`src/hdl/sta_mul.sv`:
```
// ----------------------------------------------------------------------------
// sta_mul
// Shared 64x64 low-half multiplier, 16x64 partial product per cycle.
// ----------------------------------------------------------------------------
module sta_mul (
    input  logic        aclk,
    input  logic        aresetn,
    input  logic        start,
    input  logic [63:0] a,
    input  logic [63:0] b,
    output logic        done,
    output logic [63:0] prod
);

    logic [63:0] a_reg, b_reg, acc_reg;
    logic [2:0]  cnt_reg;
    logic        busy_reg;
    logic [63:0] part;

    // one 16-bit digit of a each step, b shifted along
    assign part = {48'd0, a_reg[15:0]} * b_reg;

    always_ff @(posedge aclk) begin
        if (!aresetn) begin
            busy_reg <= 1'b0;
            cnt_reg  <= '0;
            done     <= 1'b0;
        end else begin
            done <= 1'b0;
            if (start) begin
                busy_reg <= 1'b1;
                cnt_reg  <= '0;
                acc_reg  <= '0;
                a_reg    <= a;
                b_reg    <= b;
            end else if (busy_reg) begin
                acc_reg <= acc_reg + part;
                a_reg   <= {16'd0, a_reg[63:16]};
                b_reg   <= {b_reg[47:0], 16'd0};
                cnt_reg <= cnt_reg + 1'b1;
                if (cnt_reg == 3'd3) begin
                    busy_reg <= 1'b0;
                    done     <= 1'b1;
                end
            end
        end
    end

    assign prod = acc_reg;

endmodule

```
`config.mk`:
```
export PLATFORM = sky130hd
export DESIGN_NAME = sta_mul
export DESIGN_NICKNAME = d
export VERILOG_FILES = /design/src/hdl/sta_mul.sv
export SDC_FILE = /design/constraint.sdc
export NUM_CORES = 2
export LEC_CHECK = 0
export BUFFER_PORTS_ARGS = -buffer_cell sky130_fd_sc_hd__buf_2
export CAP_MARGIN = 20
export CELL_PAD_IN_SITES_DETAIL_PLACEMENT = 1
export CELL_PAD_IN_SITES_GLOBAL_PLACEMENT = 1
export CORE_MARGIN = 5
export CORE_UTILIZATION = 40
export CTS_BUF_LIST = sky130_fd_sc_hd__clkbuf_4 sky130_fd_sc_hd__clkbuf_8
export DETAILED_ROUTE_END_ITERATION = 8
export PLACE_DENSITY = 0.8
export SYNTH_ARGS = -nofsm -noshare
export SYNTH_HDL_FRONTEND = slang
export SYNTH_SLANG_ARGS = --single-unit
```
`constraint.sdc`:
```
create_clock -name aclk -period 12.4 [get_ports aclk]
set_clock_uncertainty 0.05 [all_clocks]
set_input_delay 0.62 -clock aclk [delete_from_list [all_inputs] [get_ports aclk]]
set_output_delay 0.62 -clock aclk [all_outputs]
set_load 0.05 [all_outputs]
```
==> flow_metrics.py <==
metrics = {
    "synthesis": {
        "ys_seq_elements": 197,
        "syn-num-nets": 4926,
        "synth.cell_area_sq_um": 36600,
        "ys.flop_type": "edfxtp_1",
        "synth_top_area_cell": "fa_1",
        "yosysMostFrequentCell": "inv_1",
        "synth_edf_count": 192,
        "yosys_warnings": 0,
        "syn_area_per_cell_sq_um": 9.42,
        "synth_common_cells": "inv_1 (1053), fa_1 (814), nand2_1 (684), and2_1 (295), edfxtp_1 (192)",
        "ys_types": 69,
        "synthCells": 3879,
        "synth_top_area_share_pct": 44.6,
        "synthTopCellsByArea": "fa_1 (45%), edfxtp_1 (16%), inv_1 (11%), nand2_1 (7.0%), and2_1 (5.0%)",
        "async_flop_share_pct": 0,
        "seq_area_frac_synth_pct": 16.0,
    },
    "setup_path": {
        "critPathMaxStageDelay_ns": 1.10,
        "critPathLaunchType": "flip-flop",
        "ff2ff_path_depth": 22,
        "path_class": "flip-flop to flip-flop",
        "rr_startpoint": "a_reg[6]",
        "critPathArrivalTime_ns": 8.92,
        "crit_chain": "and2_1 > fa_1 > inv_1 > fa_1 > fa_1 > inv_1 > fa_1 > fa_1 > inv_1 > fa_1 > inv_1 > ha_1 > a21oi_1 > o211ai_1 > nor4_1 > nand3_1 > a21oi_2 > o2111a_1 > nor4b_1 > or4_1 > a21oi_1 > nor3b_2",
        "worstPathMaxFanout": 26,
        "worst_path_most_repeated_cell": "fa_1",
        "critPathCaptureType": "flip-flop",
        "worstPathRequired_ns": 12.71,
        "cp_slowest_cell": "edfxtp_1",
        "startpoint": "a_reg[6]",
    },
    "layout": {
        "area_growth_pct": 6.80,
        "nNetsFinal": 4983,
        "multiInputGateArea_sq_um": 26000,
        "drive_gt1_share_pct": 9.65,
        "fillCellCount": 10424,
        "regArea_sq_um": 5870,
    },
    "die": {
        "row_count": 110,
        "coreArea_sq_um": 90400,
        "die-width_um": 312,
        "design.die.area_sq_um": 97500,
        "dieHeight_um": 312,
        "start_util_pct": 40.4,
        "io_pins": 196,
    },
    "route": {
        "met2WireLength_mm": 56.4,
        "antenna_left": 0,
        "drt-initial-drc-count": 1539,
        "wl_met3_mm": 9.89,
        "drt_pass1_iterations": 5,
        "routedWlPerCell_um": 22.5,
        "wl_mm": 115,
        "wl_met1_mm": 44.6,
        "drc": 0,
        "dr.max_layer_used": "met5",
        "via_per_inst": 5.25,
        "vias": 26935,
    },
    "timing": {
        "rsz0062_at_grt": "no",
        "period_minus_slack_ns": 8.60,
        "finalHoldViolCount": 0,
        "maxSlewViolCount": 0,
        "fin_tns_setup_ns": 0,
        "setup_viol": 0,
        "post-route-period-util_pct": 69.4,
        "relSlewSlack_pct": 23.1,
        "fmax_mhz": 116,
        "worst_pin_slew_ns": 1.15,
    },
    "grt": {
        "grt_pass1_vias": 31504,
        "grt-ovfl-total": 0,
        "grt_max_degree": 80,
        "antenna_found_initial": 11,
        "grt_usage_pct": 24.1,
        "grt_first_pass_wirelength_mm": 180,
    },
    "place": {
        "gp_congestion": 0.868,
        "hpwl_mm": 88.3,
        "io_buffers": 195,
    },
    "clock_network": {
        "clk_latency_ns": 0.66,
        "postCtsSetupRepairBufs": 0,
        "htreeDepth": 4,
        "cts.reportedPaths.clkPinSlew_ns": 0.17,
        "cts_buffer_depth": 2,
        "clkSinkCount": 197,
        "ctsRootBufferMaster": "clkbuf_8",
        "cts_resized": 0,
        "cts_buffers": 17,
        "ctsHoldBuffers": 0,
        "tritoncts": "built",
    },
    "min_path": {
        "hold_class": "primary input to flip-flop",
        "hp-start": "b[62]",
        "holdPathStages": 2,
    },
    "run_status": {
        "outcome": "finished clean",
    },
    "run": {
        "cap_violations": 0,
    },
}
placed cells by master, fill, tap and decap left out, drive strengths merged, types with 3 or more instances in the layout:
master	count
o21bai	16
dfxtp	5
and2	295
nor2	85
fa	814
a21oi	63
diode	7
o21ai	27
a211oi	10
nand2	684
buf	226
nor3b	5
nor2b	16
o211ai	7
edfxtp	192
xnor2	50
nand2b	3
o21a	4
inv	1059
a31oi	7
o31ai	4
a211o	3
xor2	27
a21o	37
nor3	12
clkinv	8
or2	3
nand4	12
and3	8
clkbuf	18
ha	102
mux2	99
nand3	19
a221oi	3
area by class of cell:
class | instances | area share (%)
multi-input combinational | 2440 | 66.7
sequential | 197 | 15.0
timing repair buffer | 227 | 3.14
clock inverter | 15 | 0.619
tap | 1176 | 3.77
inverter | 1053 | 10.1
clock buffer | 17 | 0.599
antenna | 7 | 0.0449
routing by layer:
layer | GRT usage (%) | up-vias
li1 | - | 11301
met2 | 41.1 | 1026
met5 | 0 | -
met4 | 8.87 | 8
met1 | 29.6 | 14349
met3 | 6.36 | 251
worst max-delay path: cells and delay by family (launching register included):
| kind | cells | cell delay, ns |
|---|---|---|
| fa+ha+maj | 7 | 3.30 |
| simple gates | 6 | 1.89 |
| compound gates | 5 | 1.70 |
| flops | 1 | 1.10 |
| buf+inv | 4 | 0.26 |
cell families after synthesis:
| group | after synthesis | share of synthesized area, % |
|---|---|---|
| flops | 197 | 16.0 |
| buf+inv | 1242 | 12.8 |
| simple gates | 1151 | 14.4 |
| compound gates | 195 | 3.75 |
| fa+ha+maj | 916 | 48.1 |
| mux | 101 | 3.10 |
| xor+xnor | 77 | 1.85 |
per-stage QoR:
| step | setup WS [ns] | std cells | hold slack, ns | instance area, sq um | util (%) |
|---|---|---|---|---|---|
| after detailed placement | 3.99 | 5093 | 0.440 | 38500 | 42.6 |
| after CTS | 3.84 | 5125 | 0.154 | 39000 | 43.2 |
| after global routing | 3.46 | 5129 | 0.167 | 39000 | 43.2 |
| after global placement | 4.28 | 5093 | 0.433 | 38500 | 42.6 |
| after floorplan | 5.71 | 3879 | 0.415 | 36600 | - |
| final | 3.80 | 5132 | 0.206 | 39000 | 43.2 |
worst paths after layout:
kind                                    to  slack, ns
worst min register to register  cnt_reg[2]       0.46
worst max-delay path              prod[63]       3.80
worst max register to register    prod[63]       3.80
worst min-delay path             b_reg[62]       0.21
Power is left out: the tool's default activity adds up to more than one toggle a clock period on the data nets, which glitch-free logic cannot reach.
