--- config.mk ---
export PLATFORM = sky130hd
export DESIGN_NAME = sta_parser
export DESIGN_NICKNAME = d
export VERILOG_FILES = /design/src/hdl/sta_pkg.sv /design/src/hdl/sta_parser.sv
export SDC_FILE = /design/constraint.sdc
export NUM_CORES = 1
export LEC_CHECK = 0
export BUFFER_PORTS_ARGS = -buffer_cell sky130_fd_sc_hd__buf_4
export CAP_MARGIN = 20
export CORE_MARGIN = 2
export CORE_UTILIZATION = 30
export CTS_BUF_LIST = sky130_fd_sc_hd__clkbuf_16
export CTS_CLUSTER_SIZE = 14
export DETAILED_ROUTE_END_ITERATION = 8
export PLACE_DENSITY = 0.52
export SLEW_MARGIN = 20
export SYNTH_ARGS = -nofsm -noshare
export SYNTH_HDL_FRONTEND = slang
export SYNTH_SLANG_ARGS = --single-unit
--- constraint.sdc ---
create_clock -name aclk -period 6.94 [get_ports aclk]
set_input_delay 1.388 -clock aclk [delete_from_list [all_inputs] [get_ports aclk]]
set_output_delay 1.388 -clock aclk [all_outputs]
set_load 0.05 [all_outputs]
--- src/hdl/sta_pkg.sv ---
// ----------------------------------------------------------------------------
// sta_pkg
// Shared types, codes and constants of the station temperature aggregator.
// ----------------------------------------------------------------------------
package sta_pkg;

    localparam logic [63:0] HASH_MUL_W = 64'h9E3779B97F4A7C15;
    localparam logic [63:0] HASH_MUL_L = 64'hC2B2AE3D27D4EB4F;
    localparam logic [31:0] COUNT_MAX  = 32'hFFFFFFFF;

    localparam logic [7:0] CH_NL    = 8'h0A;
    localparam logic [7:0] CH_SEMI  = 8'h3B;
    localparam logic [7:0] CH_MINUS = 8'h2D;
    localparam logic [7:0] CH_DOT   = 8'h2E;
    localparam logic [7:0] CH_ZERO  = 8'h30;
    localparam logic [7:0] CH_NINE  = 8'h39;

    typedef enum logic [2:0] {
        ST_OK        = 3'd0,
        ST_FULL      = 3'd1,
        ST_TOO_LONG  = 3'd2,
        ST_MALFORMED = 3'd3,
        ST_SATURATED = 3'd4
    } status_t;

    typedef enum logic [2:0] {
        PH_NAME       = 3'd0,
        PH_AFTER_SEMI = 3'd1,
        PH_AFTER_SIGN = 3'd2,
        PH_ONE_INT    = 3'd3,
        PH_TWO_INT    = 3'd4,
        PH_AFTER_DOT  = 3'd5,
        PH_AFTER_FRAC = 3'd6,
        PH_SKIP       = 3'd7
    } phase_t;

    // line summary handed from the parser to the table engine
    typedef struct packed {
        logic          too_long;
        logic          well_formed;
        logic [63:0]   prefix;
        logic signed [10:0] temp;
    } line_info_t;

endpackage

--- src/hdl/sta_parser.sv ---
// ----------------------------------------------------------------------------
// sta_parser
// Byte-level line parser: name capture, prefix word and temperature digits.
// ----------------------------------------------------------------------------
module sta_parser #(
    parameter int MAX_NAME_BYTES = 100,
    parameter int LW             = 7
) (
    input  logic                   aclk,
    input  logic                   aresetn,
    input  logic                   byte_en,
    input  logic [7:0]             text_byte,
    input  logic                   line_clear,
    output logic                   name_we,
    output logic [LW-1:0]          name_waddr,
    output logic [LW-1:0]          name_len,
    output sta_pkg::line_info_t    info
);

    sta_pkg::phase_t phase_reg, phase_next;
    logic [LW:0]   len_reg, len_next;
    logic [63:0]   prefix_reg, prefix_next;
    logic          neg_reg, neg_next;
    logic [9:0]    acc_reg, acc_next;
    logic          digit;
    logic [3:0]    dval;
    logic [9:0]    acc_x10;

    assign digit   = (text_byte >= sta_pkg::CH_ZERO) && (text_byte <= sta_pkg::CH_NINE);
    assign dval    = text_byte[3:0];
    assign acc_x10 = {acc_reg[6:0], 3'b000} + {acc_reg[8:0], 1'b0} + {6'd0, dval};

    always_comb begin
        phase_next  = phase_reg;
        len_next    = len_reg;
        prefix_next = prefix_reg;
        neg_next    = neg_reg;
        acc_next    = acc_reg;
        name_we     = 1'b0;
        if (line_clear) begin
            phase_next  = sta_pkg::PH_NAME;
            len_next    = '0;
            prefix_next = '0;
            neg_next    = 1'b0;
            acc_next    = '0;
        end else if (byte_en) begin
            case (phase_reg)
                sta_pkg::PH_NAME: begin
                    if (text_byte == sta_pkg::CH_SEMI) begin
                        phase_next = sta_pkg::PH_AFTER_SEMI;
                    end else if (len_reg < (LW+1)'(MAX_NAME_BYTES)) begin
                        name_we = 1'b1;
                        if (len_reg < (LW+1)'(8)) begin
                            prefix_next = prefix_reg | ({56'd0, text_byte} << {len_reg[2:0], 3'b000});
                        end
                        len_next = len_reg + 1'b1;
                    end else begin
                        len_next = (LW+1)'(MAX_NAME_BYTES + 1);
                    end
                end
                sta_pkg::PH_AFTER_SEMI: begin
                    if (text_byte == sta_pkg::CH_MINUS) begin
                        neg_next = 1'b1; phase_next = sta_pkg::PH_AFTER_SIGN;
                    end else if (digit) begin
                        acc_next = {6'd0, dval}; phase_next = sta_pkg::PH_ONE_INT;
                    end else begin
                        phase_next = sta_pkg::PH_SKIP;
                    end
                end
                sta_pkg::PH_AFTER_SIGN: begin
                    if (digit) begin
                        acc_next = {6'd0, dval}; phase_next = sta_pkg::PH_ONE_INT;
                    end else begin
                        phase_next = sta_pkg::PH_SKIP;
                    end
                end
                sta_pkg::PH_ONE_INT: begin
                    if (digit) begin
                        acc_next = acc_x10; phase_next = sta_pkg::PH_TWO_INT;
                    end else if (text_byte == sta_pkg::CH_DOT) begin
                        phase_next = sta_pkg::PH_AFTER_DOT;
                    end else begin
                        phase_next = sta_pkg::PH_SKIP;
                    end
                end
                sta_pkg::PH_TWO_INT: begin
                    phase_next = (text_byte == sta_pkg::CH_DOT) ? sta_pkg::PH_AFTER_DOT
                                                                : sta_pkg::PH_SKIP;
                end
                sta_pkg::PH_AFTER_DOT: begin
                    if (digit) begin
                        acc_next = acc_x10; phase_next = sta_pkg::PH_AFTER_FRAC;
                    end else begin
                        phase_next = sta_pkg::PH_SKIP;
                    end
                end
                default: phase_next = sta_pkg::PH_SKIP;
            endcase
        end
    end

    always_ff @(posedge aclk) begin
        if (!aresetn) begin
            phase_reg  <= sta_pkg::PH_NAME;
            len_reg    <= '0;
            prefix_reg <= '0;
            neg_reg    <= 1'b0;
            acc_reg    <= '0;
        end else begin
            phase_reg  <= phase_next;
            len_reg    <= len_next;
            prefix_reg <= prefix_next;
            neg_reg    <= neg_next;
            acc_reg    <= acc_next;
        end
    end

    assign name_waddr       = len_reg[LW-1:0];
    assign info.too_long    = len_reg > (LW+1)'(MAX_NAME_BYTES);
    assign name_len         = info.too_long ? LW'(MAX_NAME_BYTES) : len_reg[LW-1:0];
    assign info.well_formed = (phase_reg == sta_pkg::PH_AFTER_FRAC);
    assign info.prefix      = prefix_reg;
    assign info.temp        = neg_reg ? -$signed({1'b0, acc_reg}) : $signed({1'b0, acc_reg});

endmodule

==> flow_summary.json <==
{
  "syn_area_per_cell_sq_um": 8.33,
  "synth-async-reset-ratio_pct": 0,
  "synth-compound-area-share_pct": 19.1,
  "power_leakage_nw": 2.23,
  "final_max_slew_viol_count": 0,
  "ctsHtreeMaxLevel": 3,
  "synth_xor_area_share_pct": 2.57,
  "detail_route.iter0.violations": 135,
  "relSlewSlack_pct": 26.2,
  "postLayoutCoreUtil_pct": 39.2,
  "power-per-cell-area_nw_per_um2": 201,
  "design.die.area_sq_um": 14600,
  "outcome": "finished clean",
  "synth-edff-count": 0,
  "drtAntennaViolNets": 0,
  "critical_path.slowest_cell": "sky130_fd_sc_hd__o211a_1",
  "crit_path_frequent_cell": "sky130_fd_sc_hd__buf_4",
  "critPathRequiredTime_ps": 5550,
  "critical-path-max-stage-delay_ps": 310,
  "synthesis.nets": 523,
  "drt_wl_total_mm": 12.0,
  "ctsHoldBuffers": 0,
  "hold_path.class": "reg -> reg",
  "fmax_ghz": 0.253,
  "timing_hold_violations_final": 0,
  "antenna_found_initial": 0,
  "die-height_um": 121,
  "placed_cells_incl_taps": 732,
  "ys_ff_latch": 86,
  "yosys-mux-area-fraction_pct": 0.733,
  "rsz0062_at_grt": "false",
  "max-cap-violations": 0,
  "detailroute.via_count": 3690,
  "die_w_um": 121,
  "cts.path.max_buffers": 2,
  "critPathLaunchType": "primary input",
  "place.gp.congestion": 0.841,
  "clk_pin_slew_ps": 60,
  "peak_fanout_along_the_critical_path": 9,
  "post_layout_nonfiller_instances": 748,
  "cp_top_family": "simple AND/OR/NAND/NOR gates",
  "detailedPlace.worstSlack_ps": 3010,
  "initial_core_utilization_pct": 30.8,
  "worst_hold_slack_ps": 466,
  "detail_route.first_pass.iterations": 4,
  "synth_seq_area_share_pct": 42.0,
  "critPathCaptureType": "output pin",
  "timing_worst_slew_pin_value_ps": 1100,
  "via_count_of_the_first_global_routing_pass": 3497,
  "dp_hpwl_mm": 8.37,
  "yosys_warnings": 0,
  "numPortBuffers": 103,
  "detail_route.wl_per_cell_um": 16.0,
  "clock_buffers_created_by_tritoncts": 9,
  "synthToLayoutAreaGrowth_pct": 27.2,
  "mappedNetlistArea_sq_um": 4100,
  "endpoint_arrival_time_on_the_critical_path_ps": 2560,
  "period_needed_ps": 3950,
  "yosys.area_share.simple_pct": 22.8,
  "yosys_most_used_dff": "sky130_fd_sc_hd__dfxtp_1",
  "tritoncts": "done",
  "clk_latency_ps": 350,
  "grt_max_degree": 63,
  "fin_skew_ps": 8.96,
  "final_min_period_over_clock_period_pct": 56.9,
  "worst_ir_drop_on_vdd_v": 0.000120,
  "critical_path_buf_inv_count": 2,
  "synth.lib_cells_used.distinct": 54,
  "cts_repair_resize_count": 0,
  "flip_flop_count_of_the_largest_register_all_copies_and_words_added": 64,
  "ctsRootBufferMaster": "sky130_fd_sc_hd__clkbuf_16",
  "synth_top_family_by_area": "simple AND/OR/NAND/NOR gates",
  "totalNegativeSetupSlack_ps": 0,
  "synth_cells": 492,
  "crit_path_cell_trace": "buf_4 > nand4bb_1 > o211a_1 > nand2_1 > nor2_1 > buf_4",
  "design.core.area_sq_um": 13300,
  "timing.final.ws_setup_ps": 2990,
  "drc": 0,
  "design.portCount": 104,
  "grt_util_all_layers_pct": 16.8,
  "design.final.nets": 598,
  "grt_pass1_wl_mm": 19.1,
  "adder_and_majority_gate_portion_of_the_synthesized_area_pct": 6.17,
  "grt_overflow": 0,
  "antenna_cells_inserted": 0,
  "drive_above_1_share_pct": 23.6,
  "clock_sinks": 86,
  "drt-vias-per-instance": 4.93,
  "finalSetupViolations": 0,
  "critical_path_class": "in -> out",
  "row_count": 42,
  "postCtsSetupBuffers": 0
}
logic make-up after synthesis:
group,count (synthesis)
buffers and inverters,59
AOI/OAI and AO/OA,124
DFF,86
adders and majority gates,19
xor gates and xnor gates,12
and+or+nand+nor,189
muxes,3
worst reg2reg max path, delay by kind of cell, from the launching register on:
family,cells,cell delay [ps]
buffers and inverters,2,200
AND/OR/NAND/NOR,2,820
adder cells (fa/ha/maj),2,860
flip-flops,1,440
AO/OA/AOI/OAI,3,460
synth_stat cells, drive strengths merged, types with 13 or more instances:
library cell,number,area (sq um)
buf,19,118
dfxtp,86,1720
nand2,38,143
o21a,28,210
a31oi,18,119
nor2,84,315
o21ai,13,65.1
inv,15,56.3
ha,17,213
a21oi,43,215
clkbuf,25,93.8
nor2b,13,81.3
power breakdown:
part	switching, mW	internal, mW
logic	0.0476	0.0192
clock network	0.204	0.276
registers	0.00206	0.496
routing by layer:
layer | GRT usage (%) | vias to the layer above | routed length (um)
li1 | - | 1839 | -
met1 | 22.8 | 1740 | 5790
met2 | 25.9 | 92 | 5420
met3 | 3.99 | 19 | 571
met4 | 6.03 | 0 | 223
met5 | 0 | - | 0
final cells by class:
| class | instances | area (sq um) |
|---|---|---|
| clock buffer | 9 | 225 |
| tap | 176 | 220 |
| sequential | 86 | 1720 |
| clock inverter | 7 | 66.3 |
| inverter | 15 | 56.3 |
| timing repair buffer | 108 | 811 |
| multi-input combinational | 347 | 2110 |
| fill | 1344 | 8080 |
through the flow:
stage / cell area, sq um / total power [mW]
global route: 5210 / 1.08
finish: 5210 / 1.05
floorplan: 4100 / 0.554
global placement: 4920 / 0.576
detailed placement: 4920 / 0.577
CTS: 5210 / 1.06
layout by cell type (no fill, tap or decap), drive strengths merged, types with 5 or more instances in the layout:
master and count:
xnor2 8, dfxtp 86, nor2b 13, or3 6
nand3 8, nor2 84, nand2 38, nor4 6
buf 108, ha 17, o21ai 13, nor3 7
inv 16, a21oi 43, a31oi 18, o21a 28
or4 5, clkbuf 9
worst paths after layout:
| check | startpoint | endpoint | slack [ps] | cells after the start |
|---|---|---|---|---|
| setup / recovery | text_byte[6] | name_we | 2990 | 6 |
| hold / removal | prefix_reg[53] | prefix_reg[53] | 470 | 1 |
| setup reg to reg | acc_reg[0] | acc_reg[7] | 4090 | 9 |
| hold reg to reg | prefix_reg[53] | prefix_reg[53] | 470 | 1 |
(Power assumes the default switching activity.)
