**config.mk**
```make
export PLATFORM = sky130hd
export DESIGN_NAME = sta_ram
export DESIGN_NICKNAME = d
export VERILOG_FILES = /design/src/hdl/sta_ram.sv
export SDC_FILE = /design/constraint.sdc
export NUM_CORES = 1
export LEC_CHECK = 0
export BUFFER_PORTS_ARGS = -buffer_cell sky130_fd_sc_hd__buf_4
export CELL_PAD_IN_SITES_DETAIL_PLACEMENT = 1
export CELL_PAD_IN_SITES_GLOBAL_PLACEMENT = 1
export CORE_MARGIN = 2
export CORE_UTILIZATION = 40
export CTS_CLUSTER_DIAMETER = 80
export DETAILED_ROUTE_END_ITERATION = 6
export PLACE_DENSITY = 0.74
export SLEW_MARGIN = 15
export SYNTH_ARGS = -nofsm -noshare
export SYNTH_HDL_FRONTEND = slang
export SYNTH_SLANG_ARGS = --single-unit
```
**constraint.sdc**
```tcl
create_clock -name aclk -period 2 [get_ports aclk]
set_input_delay 0.2 -clock aclk [delete_from_list [all_inputs] [get_ports aclk]]
set_output_delay 0.2 -clock aclk [all_outputs]
set_load 0.1 [all_outputs]
```
**src/hdl/sta_ram.sv**
```systemverilog
// ----------------------------------------------------------------------------
// sta_ram
// Generic single-port-write, single-port-read RAM with registered read.
// ----------------------------------------------------------------------------
module sta_ram #(
    parameter int WIDTH = 8,
    parameter int DEPTH = 16
) (
    input  logic                     aclk,
    input  logic                     we,
    input  logic [$clog2(DEPTH)-1:0] waddr,
    input  logic [WIDTH-1:0]         wdata,
    input  logic [$clog2(DEPTH)-1:0] raddr,
    output logic [WIDTH-1:0]         rdata
);

    logic [WIDTH-1:0] mem [DEPTH];

    always_ff @(posedge aclk) begin
        if (we) begin
            mem[waddr] <= wdata;
        end
        rdata <= mem[raddr];
    end

endmodule

```
==> results of run 1 <==
## stage by stage
stage | util (%) | setup slack [ns]
5_1_grt | 49.70 | 0.5384
4_1_cts | 49.70 | 0.6186
2_1_floorplan | - | 0.3071
3_3_place_gp | 44.71 | 0.3672
3_5_place_dp | 44.71 | 0.3844
6_report | 49.70 | 0.6469
## worst max-delay path by stage
stage          cells after the start                 from  slack [ns]                   to
2_1_floorplan                      2             waddr[2]        0.31  mem[0][0]$_DFFE_PP_
3_3_place_gp                       5             raddr[0]        0.37     rdata[5]$_DFF_P_
3_5_place_dp                       5             raddr[0]        0.38     rdata[5]$_DFF_P_
4_1_cts                            3  mem[9][5]$_DFFE_PP_        0.62     rdata[5]$_DFF_P_
5_1_grt                            3  mem[5][3]$_DFFE_PP_        0.54     rdata[3]$_DFF_P_
6_report                           3  mem[5][3]$_DFFE_PP_        0.65     rdata[3]$_DFF_P_
## cell usage in the layout, fill, tap and decap left out, types with 8 or more instances in the layout
| cell | count |
|---|---|
| edfxtp_1 | 128 |
| mux4_1 | 14 |
| mux4_2 | 18 |
| clkbuf_16 | 17 |
| a22oi_1 | 16 |
| nand2_1 | 9 |
| buf_4 | 43 |
| nor2_1 | 13 |
| dfxtp_1 | 8 |
## per-layer routing
layer  global-route usage (%)  wire length [um]
met1                    20.95              4562
met2                    26.35              5221
met3                    4.523               409
met5                        0                 0
met4                    5.949               127
## worst reg2reg max path: cells and delay by family (launching register included)
| family | cells | cell delay [ns] |
|---|---|---|
| mux | 1 | 0.55 |
| simple gates | 1 | 0.08 |
| flops | 1 | 0.35 |
| compound gates | 1 | 0.26 |
## registers in the layout, summed over array words and instances (netlist names)
signal and flops:
mem 128, rdata 8
## Yosys cell counts, drive strengths merged, types with 2 or more instances
library cell	count
nand3b	2
nand2	9
mux4	32
dfxtp	8
nand2b	2
edfxtp	128
nor2	13
nor3	4
a22oi	16
buf	7
clkdlybuf4s25	3
## power breakdown
part	internal [uW]	leakage (uW)	switching [uW]
logic	147	0.000596	304
registers	3190	0.00122	21.6
clock network	2150	0.000302	1130
total	5480	0.00212	1460
## area by class of cell
type	instances	area, um2
Clock buffer	20	456.7
Clock inverter	12	170.2
Fill cell	1117	6322
Multi-Input combinational cell	83	1057
Sequential cell	136	4004
Tap cell	172	215.2
Timing Repair Buffer	44	342.8
## cell families after synthesis
group | count (synthesis) | share of synthesized area [%]
buffers and inverters | 10 | 1.677
flip-flops | 136 | 77.78
multiplexers | 32 | 15.02
AO/OA/AOI/OAI | 16 | 2.334
AND/OR/NAND/NOR | 35 | 3.184
==> impl_results.md, run 1 <==
* Post-synthesis cell count at 229
* Mapped Area at 5147 um2
* CP Launch Type: flip-flop
* Routed WL per cell at 22.10 um
* GR Overflow Total at 0
* Slew margin rel. at 64.60%
* Final Critical Period at 1.353 ns
* Worst-path maximum fanout at 1
* GRT Util Overall at 16.20%
* Ys flop type: edfxtp_1
* Share of cells above drive strength 1 at 31.19%
* Placed inst area at 5619 um2
* Die width at 117.4 um
* Synthesized flop and latch total at 136
* I/O Pins at 26
* Synth Area per Inst at 22.48 um2
* Status: complete, no violations
* Initial antenna violation count at 0
* Via count at 2469
* Die area at 13790 um2
* Yosys warnings at 0
* Clock tree buffer depth at 2
* Post-synth top area share at 74.67%
* Max-slew violations at 0
* CP max stage cell: mux4_1
* PortBufs at 25
* Largest area contributor in the netlist: edfxtp_1
* Post-Route Setup TNS at 0 ns
* Critical path class: reg -> reg
* Fmax at 739.0 MHz
* First-pass GRT wire length at 16350 um
* Residual DRC at 0
* Dominant delay contributor by cell family on the critical path: multiplexers
* TritonCTS clock tree: done
* Final worst path period share at 67.66%
* Placed Cells at 435
* Crit path DAT at 1.65 ns
* Worst path max stage delay at 0.55 ns
* CP endpoint kind: flip-flop
* Yosys cell types at 19
* Synth area leaders: edfxtp_1, mux4_2, mux4_1
* Routability cong. at 0.7421
* Initial DRC Count at 251
* Initial Util at 40.96%
* Max Cap Violations at 0
* Row count at 41
* Slew at the pin with the worst max-slew slack at 0.5291 ns
* Reg2reg end: rdata[3]$_DFF_P_
* R2r worst-path depth at 3
* Num Clock Sinks at 136
* Finished Cell Area at 6246 um2
* Htree depth at 4
* Non-filler instance count after layout at 467
* Asr flop ratio synth at 0%
* Area delta synth->final at 21.34%
* DP HPWL at 6661 um
* CTS Buf Count at 17
* Pwr dens at 1111 nW/um2
* Clock transition at path regs at 0.06 ns
* Syn nets at 247
* # diodes at 0
* Antenna-violating nets left at 0
* Clk_lat worst skew at 0.41 ns
* Hold_buf cts at 0
* DIE HEIGHT at 117.4 um
* Post-synthesis sequential area ratio at 77.78%
* Crit path cell chain: mux4_1 > a22oi_1 > nand2_1
* VDD IR max at 0.6423 mV
* Post-synth EDFFs at 128
* FF-to-FF setup slack at 0.65 ns
* Pin count of the biggest net entering global routing at 33
* Clock skew at 0.01191 ns
* Vias in the first global route at 2641
* Min Hold Slack at 0.1142 ns
* Placeable Area at 12570 um2
* Hold Path Origin: wdata[6]
* Hold Crit Class: in -> reg
* RSZ-0062 raised after global routing: false
* Post_cts resized at 0
* Critical register-to-register path startpoint: mem[5][3]$_DFFE_PP_
* Final hold violations at 0
* WHS Endpoint: mem[4][6]$_DFFE_PP_
* Crit path buf inv count at 0
* Final Power at 6937 uW
* Postcts setup bufs at 0
* Vias/cell at 5.287
* Leak Pwr at 0.002122 uW
* Root Buffer: clkbuf_16
* Worst hold stages at 1
* WP data required at 2.29 ns
* DRT Pass-1 Iters at 4
* Layout Nets at 300
* Final setup viols at 0
* Total Wirelength at 10320 um
No activity file was read; power rests on OpenSTA's default activity.
==> inputs of run 2 (changes only) <==
PLACE_DENSITY = 0.76   (was 0.74)
clock period = 1.15 ns   (was 2 ns; I/O delays follow)
==> impl_results.md, run 2 (synthesized netlist as in run 1, its figures left out) <==
* Status: finished with violations (was complete, no violations)
* Failing checks: negative setup slack
* Met2 usage at 30.19% (was 26.35%)
* Clk_lat worst skew at 0.41 ns (about the same)
* Slew margin rel. at 33.28% (was 64.60%)
* Min Hold Slack at 0.01368 ns (was 0.1142 ns)
* Pin count of the biggest net entering global routing at 17 (was 33)
* Initial DRC Count at 271 (was 251)
* Switching share of power at 22.72% (was 20.98%)
* Die width at 117.4 um (unchanged)
* CP endpoint kind: flip-flop (unchanged)
* Fmax at 781.0 MHz (was 739.0 MHz)
* Most common cell after layout, fill and taps aside: edfxtp_1 (unchanged)
* CP Launch Type: flip-flop (unchanged)
* Final Critical Period at 1.280 ns (was 1.353 ns)
* GRT Util Overall at 17.86% (was 16.20%)
* Top Registers: mem: 128 flops, rdata: 8 flops (unchanged)
* Int Power at 9088 uW (was 5481 uW)
* Placed inst area at 5772 um2 (was 5619 um2)
* Num Clock Sinks at 136 (unchanged)
* I/O Pins at 26 (unchanged)
* Residual DRC at 0 (unchanged)
* Routability cong. at 0.7403 (was 0.7421)
* Initial antenna violation count at 0 (unchanged)
* Row count at 41 (unchanged)
* Final Power at 11760 uW (was 6937 uW)
* Area of the multi-input gates at 1096 um2 (was 1057 um2)
* Fill count at 1112 (was 1117)
* Final setup viols at 8 (was 0)
* Clock skew at 0.008291 ns (was 0.01191 ns)
* Final worst path period share at 111.3% (was 67.66%)
* RSZ-0062 raised after global routing: true (was false)
* Comb power frac at 7.9% (was 6.5%)
* Clock network power share at 44.5% (was 47.2%)
* Antenna-violating nets left at 0 (unchanged)
* DRT Pass-1 Iters at 4 (unchanged)
* Postcts setup bufs at 0 (unchanged)
* Vias in the first global route at 2801 (was 2641)
* Flop pwr share at 47.6% (was 46.3%)
* Hold Crit Class: in -> reg (unchanged)
* Top Usage Layer GRT: met2 (unchanged)
* Worst path max stage delay at 0.48 ns (was 0.55 ns)
* Setup slack after layout at -0.1305 ns (was 0.6469 ns)
* Number of flip-flops in the largest register at 128 (unchanged)
* Total Wirelength at 11350 um (was 10320 um)
* CP max stage cell: mux4_2 (was mux4_1)
* Most flops, register: mem (unchanged)
* Crit path DAT at 1.57 ns (was 1.65 ns)
* Crit path cell chain: mux4_2 > a22oi_2 > nand2_1 (was mux4_1 > a22oi_1 > nand2_1)
* DP HPWL at 7341 um (was 6661 um)
* GR Layer Usage met1 at 22.27% (was 20.95%)
* Leak Pwr at 0.002136 uW (was 0.002122 uW)
* Vias/cell at 5.241 (was 5.287)
* PortBufs at 25 (unchanged)
* Pre-CTS setup slack at -0.3772 ns (was 0.3844 ns)
* Max-slew violations at 0 (unchanged)
* GR Overflow Total at 0 (unchanged)
* Clock tree buffer depth at 2 (unchanged)
* Share of cells above drive strength 1 at 45.10% (was 31.19%)
* Placeable Area at 12570 um2 (unchanged)
* Final hold violations at 0 (unchanged)
* Post-Route Setup TNS at -0.8175 ns (was 0 ns)
* Pwr dens at 1823 nW/um2 (was 1111 nW/um2)
* Htree depth at 4 (unchanged)
* Critical path class: reg -> reg (unchanged)
* DIE HEIGHT at 117.4 um (unchanged)
* VDD IR max at 1.214 mV (was 0.6423 mV)
* First-pass GRT wire length at 17410 um (was 16350 um)
* Layout Nets at 311 (was 300)
* Die area at 13790 um2 (unchanged)
* # diodes at 0 (unchanged)
* Routed WL per cell at 23.75 um (was 22.10 um)
* Max Cap Violations at 0 (unchanged)
* Hold_buf cts at 0 (unchanged)
* Initial Util at 40.96% (unchanged)
* Most frequent cells in the layout: edfxtp_1, buf_4, mux4_2 (unchanged)
* WP data required at 1.44 ns (was 2.29 ns)
* Slew at the pin with the worst max-slew slack at 0.9987 ns (was 0.5291 ns)
* Root Buffer: clkbuf_16 (unchanged)
* Finished Cell Area at 6451 um2 (was 6246 um2)
* Worst-path maximum fanout at 1 (unchanged)
* FF+latch area at 4006 um2 (was 4004 um2)
* Met3 Usage GRT at 5.156% (was 4.523%)
* TritonCTS clock tree: done (unchanged)
* Clock transition at path regs at 0.06 ns (about the same)
* P_sw at 2671 uW (was 1456 uW)
* Via count at 2505 (was 2469)
* CTS Buf Count at 17 (unchanged)
* Area delta synth->final at 25.33% (was 21.34%)
[run 2: layer usage]
metal  share of wire [%]  wire, um
met3                 7.3       826
met5                   0         0
met1                  39      4375
met2                  53      6014
met4                 1.2       138
[run 2: through the flow]
stage | std cells | util [%]
6_report | 478 | 51.33
3_5_place_dp | 446 | 45.92
4_1_cts | 478 | 51.07
3_3_place_gp | 446 | 45.92
2_1_floorplan | 229 | -
5_1_grt | 478 | 51.33
[run 2: final timing paths]
path                                          start  slack [ns]  cells after the start                  end
worst max-delay path            mem[0][0]$_DFFE_PP_       -0.13                      3     rdata[0]$_DFF_P_
worst min-delay path                       wdata[1]        0.01                      1  mem[2][1]$_DFFE_PP_
worst max register to register  mem[0][0]$_DFFE_PP_       -0.13                      3     rdata[0]$_DFF_P_
worst min register to register  mem[8][3]$_DFFE_PP_        0.70                      3     rdata[3]$_DFF_P_
[run 2: final cells by class]
type | count | area share [%]
Clock inverter | 15 | 2.405
Tap cell | 172 | 3.336
Sequential cell | 136 | 62.10
Timing Repair Buffer | 55 | 8.573
Multi-Input combinational cell | 83 | 16.99
Clock buffer | 17 | 6.594
[run 2: power by group through the flow]
stage	Sequential [uW]	Combinational [uW]	Clock [uW]
after floorplan	5910	310	0
after global placement	5680	832	0
after detailed placement	5690	859	0
after CTS	5600	908	5290
after global routing	5610	975	5500
final	5600	924	5240
[run 2: timing repair]
item / CTS / global route
pin swaps: 4 / 1
endpoints found under the setup margin: 13 / 12
resized for setup: 19 / 10
[run 2: critical path: cells and delay by family (launching register included)]
kind | cells | cell delay (ns)
mux | 1 | 0.48
flops | 1 | 0.42
compound gates | 1 | 0.16
simple gates | 1 | 0.09
